===== src/design/msca_pkg.sv =====
`timescale 1ns / 1ps

package msca_pkg;

  // Pool size and the widths that follow from it
  localparam int NUM_CELLS = 256;
  localparam int IDX_W     = $clog2(NUM_CELLS);
  localparam int CNT_W     = $clog2(NUM_CELLS + 1);

  // Port field widths
  localparam int ACT_W   = 2;
  localparam int CELL_W  = 8;
  localparam int LIVE_W  = 9;
  localparam int TOTAL_W = 32;

  localparam logic [LIVE_W-1:0] ALIVE_MAX = '1;

  typedef enum logic [ACT_W-1:0] {
    ACT_ALLOC = 2'd0,
    ACT_MARK  = 2'd1,
    ACT_SWEEP = 2'd2,
    ACT_NOP   = 2'd3
  } action_t;

  typedef struct packed {
    logic             valid;
    logic [IDX_W-1:0] next;
  } link_entry_t;

  typedef struct packed {
    logic             mark_we;
    logic             mark_wbit;
    logic [IDX_W-1:0] mark_waddr;
    logic [IDX_W-1:0] mark_raddr;
    logic             link_we;
    logic [IDX_W-1:0] link_waddr;
    link_entry_t      link_wdata;
    logic [IDX_W-1:0] link_raddr;
  } store_req_t;

endpackage


===== src/design/mark_sweep_cell_allocator_core.sv =====
`timescale 1ns / 1ps

// Mark-sweep cell allocator over a pool of 256 cells.
// Request channel: in_action, in_cell_index and in_sweep_start are taken at a
// rising edge with start high and busy low. busy stays high while a request
// is in progress. Result channel: out_valid is high for exactly one cycle
// with out_ok, out_granted_cell, out_was_marked, out_live_count and
// out_alloc_total; the receiver cannot stall, so every result is taken then.
// Allocate and mark go via ST_ALLOC or ST_MARK on a registered read of the
// cell store (mark writes back after it, allocate at accept). Empty-list
// allocate, no-op and a sweep starting past the pool answer from idle. Each
// swept cell costs a registered read and a write-back (mark clear or free-list
// push) via one shared incrementer. A new request may be accepted in the
// cycle its predecessor's result shows. Reset clears all marks and counters
// and leaves the free list empty; sweep once after reset to build it.
module mark_sweep_cell_allocator_core
  import msca_pkg::*;
(
  input  logic               clk,
  input  logic               rst_n,
  input  logic               start,
  output logic               busy,
  input  logic [ACT_W-1:0]   in_action,
  input  logic [CELL_W-1:0]  in_cell_index,
  input  logic [CELL_W-1:0]  in_sweep_start,
  output logic               out_valid,
  output logic               out_ok,
  output logic [CELL_W-1:0]  out_granted_cell,
  output logic               out_was_marked,
  output logic [LIVE_W-1:0]  out_live_count,
  output logic [TOTAL_W-1:0] out_alloc_total
);

  typedef enum logic [2:0] {
    ST_IDLE,
    ST_ALLOC,
    ST_MARK,
    ST_SW_RD,
    ST_SW_WR
  } state_t;

  state_t              state_r, state_nxt;
  logic [IDX_W-1:0]    free_head_r, free_head_nxt;
  logic                free_ne_r, free_ne_nxt;
  logic [LIVE_W-1:0]   alive_r, alive_nxt;
  logic [TOTAL_W-1:0]  total_r, total_nxt;
  logic [CNT_W-1:0]    idx_r, idx_nxt;
  logic [IDX_W-1:0]    cell_r, cell_nxt;

  logic                out_valid_r, out_valid_nxt;
  logic                out_ok_r, out_ok_nxt;
  logic [CELL_W-1:0]   out_granted_r, out_granted_nxt;
  logic                out_was_r, out_was_nxt;
  logic [LIVE_W-1:0]   out_live_r, out_live_nxt;
  logic [TOTAL_W-1:0]  out_total_r, out_total_nxt;

  store_req_t          req;
  logic                mark_rd;
  link_entry_t         link_rd;

  // Shared incrementer: sweep index in ST_SW_RD, live count elsewhere
  logic [LIVE_W-1:0]   inc_in, inc_out;
  logic [LIVE_W-1:0]   alive_inc;
  action_t             act;

  assign act       = action_t'(in_action);
  assign inc_in    = (state_r == ST_SW_RD) ? LIVE_W'(idx_r) : alive_r;
  assign inc_out   = inc_in + LIVE_W'(1);
  assign alive_inc = (alive_r == ALIVE_MAX) ? alive_r : inc_out;

  msca_cell_store u_store (
    .clk     (clk),
    .rst_n   (rst_n),
    .req     (req),
    .mark_rd (mark_rd),
    .link_rd (link_rd)
  );

  always_comb begin
    state_nxt       = state_r;
    free_head_nxt   = free_head_r;
    free_ne_nxt     = free_ne_r;
    alive_nxt       = alive_r;
    total_nxt       = total_r;
    idx_nxt         = idx_r;
    cell_nxt        = cell_r;
    out_valid_nxt   = 1'b0;
    out_ok_nxt      = 1'b0;
    out_granted_nxt = '0;
    out_was_nxt     = 1'b0;
    out_live_nxt    = alive_r;
    out_total_nxt   = total_r;

    req            = '0;
    req.link_raddr = free_head_r;
    req.mark_raddr = in_cell_index[IDX_W-1:0];

    case (state_r)
      ST_IDLE: begin
        if (start) begin
          case (act)
            ACT_ALLOC: begin
              if (free_ne_r) begin
                // clear the head cell's mark and fetch its successor
                req.mark_we    = 1'b1;
                req.mark_wbit  = 1'b0;
                req.mark_waddr = free_head_r;
                state_nxt      = ST_ALLOC;
              end else begin
                out_valid_nxt = 1'b1;
              end
            end
            ACT_MARK: begin
              if (32'(in_cell_index) < NUM_CELLS) begin
                cell_nxt  = in_cell_index[IDX_W-1:0];
                state_nxt = ST_MARK;
              end else begin
                out_valid_nxt = 1'b1;
              end
            end
            ACT_SWEEP: begin
              alive_nxt     = '0;
              free_head_nxt = '0;
              free_ne_nxt   = 1'b0;
              if (32'(in_sweep_start) < NUM_CELLS) begin
                idx_nxt   = CNT_W'(in_sweep_start);
                state_nxt = ST_SW_RD;
              end else begin
                out_valid_nxt = 1'b1;
                out_ok_nxt    = 1'b1;
                out_live_nxt  = '0;
              end
            end
            default: begin
              out_valid_nxt = 1'b1;
            end
          endcase
        end
      end

      ST_ALLOC: begin
        free_ne_nxt     = link_rd.valid;
        free_head_nxt   = link_rd.valid ? link_rd.next : '0;
        total_nxt       = total_r + TOTAL_W'(1);
        alive_nxt       = alive_inc;
        out_valid_nxt   = 1'b1;
        out_ok_nxt      = 1'b1;
        out_granted_nxt = CELL_W'(free_head_r);
        out_live_nxt    = alive_inc;
        out_total_nxt   = total_r + TOTAL_W'(1);
        state_nxt       = ST_IDLE;
      end

      ST_MARK: begin
        req.mark_we    = 1'b1;
        req.mark_wbit  = 1'b1;
        req.mark_waddr = cell_r;
        out_valid_nxt  = 1'b1;
        out_ok_nxt     = 1'b1;
        out_was_nxt    = mark_rd;
        state_nxt      = ST_IDLE;
      end

      ST_SW_RD: begin
        req.mark_raddr = idx_r[IDX_W-1:0];
        cell_nxt       = idx_r[IDX_W-1:0];
        idx_nxt        = CNT_W'(inc_out);
        state_nxt      = ST_SW_WR;
      end

      ST_SW_WR: begin
        if (mark_rd) begin
          req.mark_we    = 1'b1;
          req.mark_wbit  = 1'b0;
          req.mark_waddr = cell_r;
          alive_nxt      = alive_inc;
        end else begin
          // push onto the rebuilt free list
          req.link_we          = 1'b1;
          req.link_waddr       = cell_r;
          req.link_wdata.valid = free_ne_r;
          req.link_wdata.next  = free_head_r;
          free_head_nxt        = cell_r;
          free_ne_nxt          = 1'b1;
        end
        if (32'(idx_r) == NUM_CELLS) begin
          out_valid_nxt = 1'b1;
          out_ok_nxt    = 1'b1;
          out_live_nxt  = alive_nxt;
          state_nxt     = ST_IDLE;
        end else begin
          state_nxt = ST_SW_RD;
        end
      end

      default: begin
        state_nxt = ST_IDLE;
      end
    endcase
  end

  always_ff @(posedge clk) begin
    if (!rst_n) begin
      state_r     <= ST_IDLE;
      free_head_r <= '0;
      free_ne_r   <= 1'b0;
      alive_r     <= '0;
      total_r     <= '0;
      idx_r       <= '0;
      out_valid_r <= 1'b0;
    end else begin
      state_r     <= state_nxt;
      free_head_r <= free_head_nxt;
      free_ne_r   <= free_ne_nxt;
      alive_r     <= alive_nxt;
      total_r     <= total_nxt;
      idx_r       <= idx_nxt;
      out_valid_r <= out_valid_nxt;
    end
  end

  always_ff @(posedge clk) begin
    cell_r        <= cell_nxt;
    out_ok_r      <= out_ok_nxt;
    out_granted_r <= out_granted_nxt;
    out_was_r     <= out_was_nxt;
    out_live_r    <= out_live_nxt;
    out_total_r   <= out_total_nxt;
  end

  assign busy             = (state_r != ST_IDLE);
  assign out_valid        = out_valid_r;
  assign out_ok           = out_ok_r;
  assign out_granted_cell = out_granted_r;
  assign out_was_marked   = out_was_r;
  assign out_live_count   = out_live_r;
  assign out_alloc_total  = out_total_r;

  a_result_when_idle: assert property (@(posedge clk) disable iff (!rst_n)
    out_valid |-> !busy)
    else $error("result strobe while a request is still in progress");

  a_sweep_step: assert property (@(posedge clk) disable iff (!rst_n)
    (state_r == ST_SW_WR) |=> (state_r == ST_SW_RD || state_r == ST_IDLE))
    else $error("sweep write-back not followed by next read or finish");

  a_alloc_count: assert property (@(posedge clk) disable iff (!rst_n)
    (state_r == ST_ALLOC) |=>
      (out_valid && out_ok && out_alloc_total == $past(total_r) + TOTAL_W'(1)))
    else $error("granted allocation did not advance the allocation count");

  a_busy_from_start: assert property (@(posedge clk) disable iff (!rst_n)
    (!busy && !start) |=> !busy)
    else $error("busy raised without a request");

endmodule


===== src/design/msca_cell_store.sv =====
`timescale 1ns / 1ps

module msca_cell_store
  import msca_pkg::*;
(
  input  logic        clk,
  input  logic        rst_n,
  input  store_req_t  req,
  output logic        mark_rd,
  output link_entry_t link_rd
);

  logic        mark_mem [NUM_CELLS];
  link_entry_t link_mem [NUM_CELLS];
  logic [NUM_CELLS-1:0] mark_vld_r;

  // An entry never written since reset reads as unmarked
  always_ff @(posedge clk) begin
    if (!rst_n) begin
      mark_vld_r <= '0;
    end else if (req.mark_we) begin
      mark_vld_r[req.mark_waddr] <= 1'b1;
    end
  end

  always_ff @(posedge clk) begin
    if (req.mark_we) begin
      mark_mem[req.mark_waddr] <= req.mark_wbit;
    end
    mark_rd <= mark_vld_r[req.mark_raddr] & mark_mem[req.mark_raddr];
  end

  always_ff @(posedge clk) begin
    if (req.link_we) begin
      link_mem[req.link_waddr] <= req.link_wdata;
    end
    link_rd <= link_mem[req.link_raddr];
  end

endmodule

===== config.mk =====
export PLATFORM = sky130hd
export DESIGN_NAME = mark_sweep_cell_allocator_core
export DESIGN_NICKNAME = d
export VERILOG_FILES = /design/src/design/msca_pkg.sv /design/src/design/mark_sweep_cell_allocator_core.sv /design/src/design/msca_cell_store.sv
export SDC_FILE = /design/constraint.sdc
export NUM_CORES = 2
export LEC_CHECK = 0
export BUFFER_PORTS_ARGS = -buffer_cell sky130_fd_sc_hd__buf_4
export CORE_ASPECT_RATIO = 0.9
export CORE_MARGIN = 2
export CORE_UTILIZATION = 60
export CTS_CLUSTER_DIAMETER = 150
export DETAILED_ROUTE_END_ITERATION = 12
export PLACE_DENSITY = 0.84
export RECOVER_POWER = 50
export SKIP_LAST_GASP = 1
export SLEW_MARGIN = 15
export SYNTH_ARGS = -nofsm -noshare
export SYNTH_HDL_FRONTEND = slang
export SYNTH_HIERARCHICAL = 1
export SYNTH_SLANG_ARGS = --single-unit

===== constraint.sdc =====
create_clock -name clk -period 11.4 [get_ports clk]
set_input_delay 1.14 -clock clk [delete_from_list [all_inputs] [get_ports clk]]
set_output_delay 1.14 -clock clk [all_outputs]
set_load 0.02 [all_outputs]

==> flow_summary.ini <==
[setup_path]
required_ps = 12240
end_kind = flip-flop
crit_chain = clkbuf_1 > buf_4 > mux4_2 > mux4_2 > a21oi_1 > o211ai_1 > and3_1
cpPeakStageDelay_ps = 2790
crit_path_start_kind = flip-flop
crit_type = reg2reg
slowest_stage = dfxtp_1
critPathArrivalTime_ps = 8890
critPathMostFrequentCell = mux4_2
crit_fanout = 49

[pwr]
p_per_area_nw_per_um2 = 175.3
vdd_drop_max_mv = 0.2085
p_leak_uw = 0.04376

[sta]
slew_viol_final = 1423
finalSetupViolCount = 0
timing.final.crit_share_pct = 70.58
finalCriticalPeriod_ps = 8046
finalHoldViolCount = 0
tightestPinTransition_ps = 5181
setup_tns_ps = 0
max_slew_margin_pct = -245.4
max_freq_mhz = 124.3
grt_setup_unrepaired = false
clock_skew_ps = 77.74

[yosys]
synthesis.area_um2 = 113800
synth_cells = 6170
synth_edf_count = 2568
seq_area_frac_synth_pct = 74.42
synth_seq_cells = 2948
async_flop_share_pct = 0
synth_cell_types = 77
synth_flop_cell = edfxtp_1
synth-warning-count = 6
synth_nets = 6196
post_synth.cell_area_avg_um2 = 18.45

[route]
viasPerCell = 7.182
drc_errors = 0
drtPass1Iterations = 9
drt_iter0_drc = 11450
drtAntennaViolNets = 0
drt_wl_total_mm = 312.1
vias = 64600
wl_per_cell_um = 34.69

[grt]
grt_usage_pct = 32.15
grt_pass1_wl_mm = 451.1
grt_overflow = 0
grt_pass1_vias = 64060
grt_max_degree = 199
antenna_found_initial = 14

[cts]
postCtsSetupBuffers = 0
clk_latency_ps = 950
numCtsBuffers = 290
clk_pin_slew_ps = 70
ctsResizeCount = 0
cts-htree-levels = 5
cts_buffer_depth = 4
cts_tree = yes
clock-root-buffer = clkbuf_16
cts_sinks = 2948
holdBufCountCts = 0

[floorplan]
io_pins = 74
fp.dieH_um = 417.2
die_w_um = 463.1
rows = 151
die_area_um2 = 193200
start_util_pct = 60.43
coreArea_um2 = 188400

[place]
hpwlAfterDp_mm = 163.8
gp_congestion = 0.8648
port_buffers = 73
placement.cell_area_um2 = 116700

[run_status]
outcome = finished, violations left
violations = max-capacitance violations, max-slew violations

[cells_and_area]
fill_cells = 11000
final_nets = 6285
synthToLayoutAreaGrowth_pct = 10.25
fin_area_um2 = 125500
drive_gt1_share_pct = 18.19

[flow_run]
drv_cap = 30

[worst_hold_path]
hold_class = reg2reg
[cells by family (layout without fill, tap and decap cells)]
group           count (synthesis)  count (layout)  share of synthesized area, %
buf+inv                       400             695                         1.629
fa+ha+maj                       5               5                       0.05496
xor+xnor                       40              40                        0.3078
simple gates                 1268            1268                         5.071
other cells                     0               6                             0
flops                        2948            2948                         74.42
compound gates                730             730                         4.583
mux                           779             779                         13.93
[layout by cell type, fill, tap and decap left out, drive strengths merged, types with 10 or more instances in the layout]
master and n:
mux2 11, bufinv 24, nor2b 28, nand2 261
and2 68, o22ai 13, clkinv 89, mux2i 125
nand4 44, and3 20, a311oi 10, a21oi 62
mux4 643, nand3b 21, nor2 571, and3b 10
edfxtp 2568, dfxtp 380, a31oi 38, o21a 260
a211oi 25, buf 84, clkbuf 468, nand3 179
inv 23, xnor2 32, a22oi 78, o21ai 60
o2111ai 18, o211ai 119, nand2b 12, nor3 19
[layer usage]
metal | global-route usage [%] | up-vias | wire length (um)
met5 | 0 | - | 97
met4 | 16.67 | 14 | 19290
met3 | 8.319 | 1247 | 41000
met2 | 50.63 | 5788 | 148700
met1 | 41.81 | 32670 | 102900
li1 | - | 24880 | -
[flip-flops by register name, indices dropped and copies added (netlist names), 32 cells and up]
signal              cells
out_alloc_total        32
u_store/link_mem     2304
u_store/mark_vld_r    256
u_store/mark_mem      256
total_r                32
[cell type report]
type | instances | area [um^2] | share of cell area, %
sequential | 2948 | 84740 | 67.52
timing repair buffer | 179 | 1099 | 0.8753
inverter | 18 | 67.56 | 0.05383
clock buffer | 373 | 7906 | 6.299
antenna | 6 | 15.01 | 0.01196
multi-input combinational | 2822 | 27290 | 21.74
clock inverter | 125 | 1235 | 0.9839
tap | 2524 | 3158 | 2.516
[power by group]
part	total, uW	internal, uW	switching [uW]	leakage, uW
Clock	9510	5430	4080	0.00449
Combinational	823	302	521	0.00730
Sequential	11700	11600	84.7	0.0320
Total	22000	17300	4690	0.0438
[final timing paths]
path	start	endpoint	slack, ps	depth (start not counted)
min	u_store/mark_vld_r[112]	u_store/mark_vld_r[112]	460	1
min reg2reg	u_store/mark_vld_r[112]	u_store/mark_vld_r[112]	460	1
max reg2reg	free_head_r[0]	u_store/link_rd[4]	3350	7
max	free_head_r[0]	u_store/link_rd[4]	3350	7
[per-stage QoR]
step	power (uW)	utilization [%]	worst slack (ps)	cells	hold slack, ps
2_1_floorplan	12420	-	5323	6170	433.5
3_3_place_gp	12660	61.96	6203	8488	441.1
3_5_place_dp	12670	61.96	6177	8488	450.5
4_1_cts	22020	66.81	6119	8986	426.6
5_1_grt	22410	66.62	2901	8990	477.2
6_report	22000	66.63	3354	8995	463.7
[worst max-delay path, delay by kind of cell (launching register included)]
kind	cells	cell delay (ps)
AND/OR/NAND/NOR	1	290
AO/OA/AOI/OAI	2	950
buffers and inverters	2	2730
flip-flops	1	2790
multiplexers	2	1150
[Yosys cell counts (4+ instances only)]
library cell	number	area share (%)
xor2_1	8	0.062
clkbuf_1	229	0.76
a22o_1	8	0.062
a22oi_1	78	0.51
nand3b_1	20	0.13
a31oi_1	38	0.21
nor2b_1	28	0.15
nor3_1	17	0.075
nand4_1	43	0.24
a211oi_1	25	0.16
inv_1	17	0.056
or3_1	8	0.044
and3_1	19	0.10
nand2b_1	12	0.066
o2111ai_1	18	0.14
ha_1	5	0.055
nor4_1	7	0.038
mux2i_1	125	1.1
nand2_1	261	0.86
mux4_2	643	13
edfxtp_1	2568	68
a21oi_1	62	0.27
mux2_2	11	0.11
nor3b_1	4	0.026
buf_2	71	0.31
o211ai_1	119	0.78
o21a_1	260	1.7
and2_1	68	0.37
o21ai_0	58	0.25
dfxtp_1	380	6.7
a311oi_1	10	0.077
a41oi_1	5	0.038
and3b_1	10	0.077
buf_1	30	0.099
nand3_1	179	0.79
nor2_1	569	1.9
xnor2_1	32	0.25
a221oi_1	6	0.046
buf_6	19	0.19
buf_4	32	0.21
o22ai_1	13	0.071
Power figures use the tool's default switching activity.
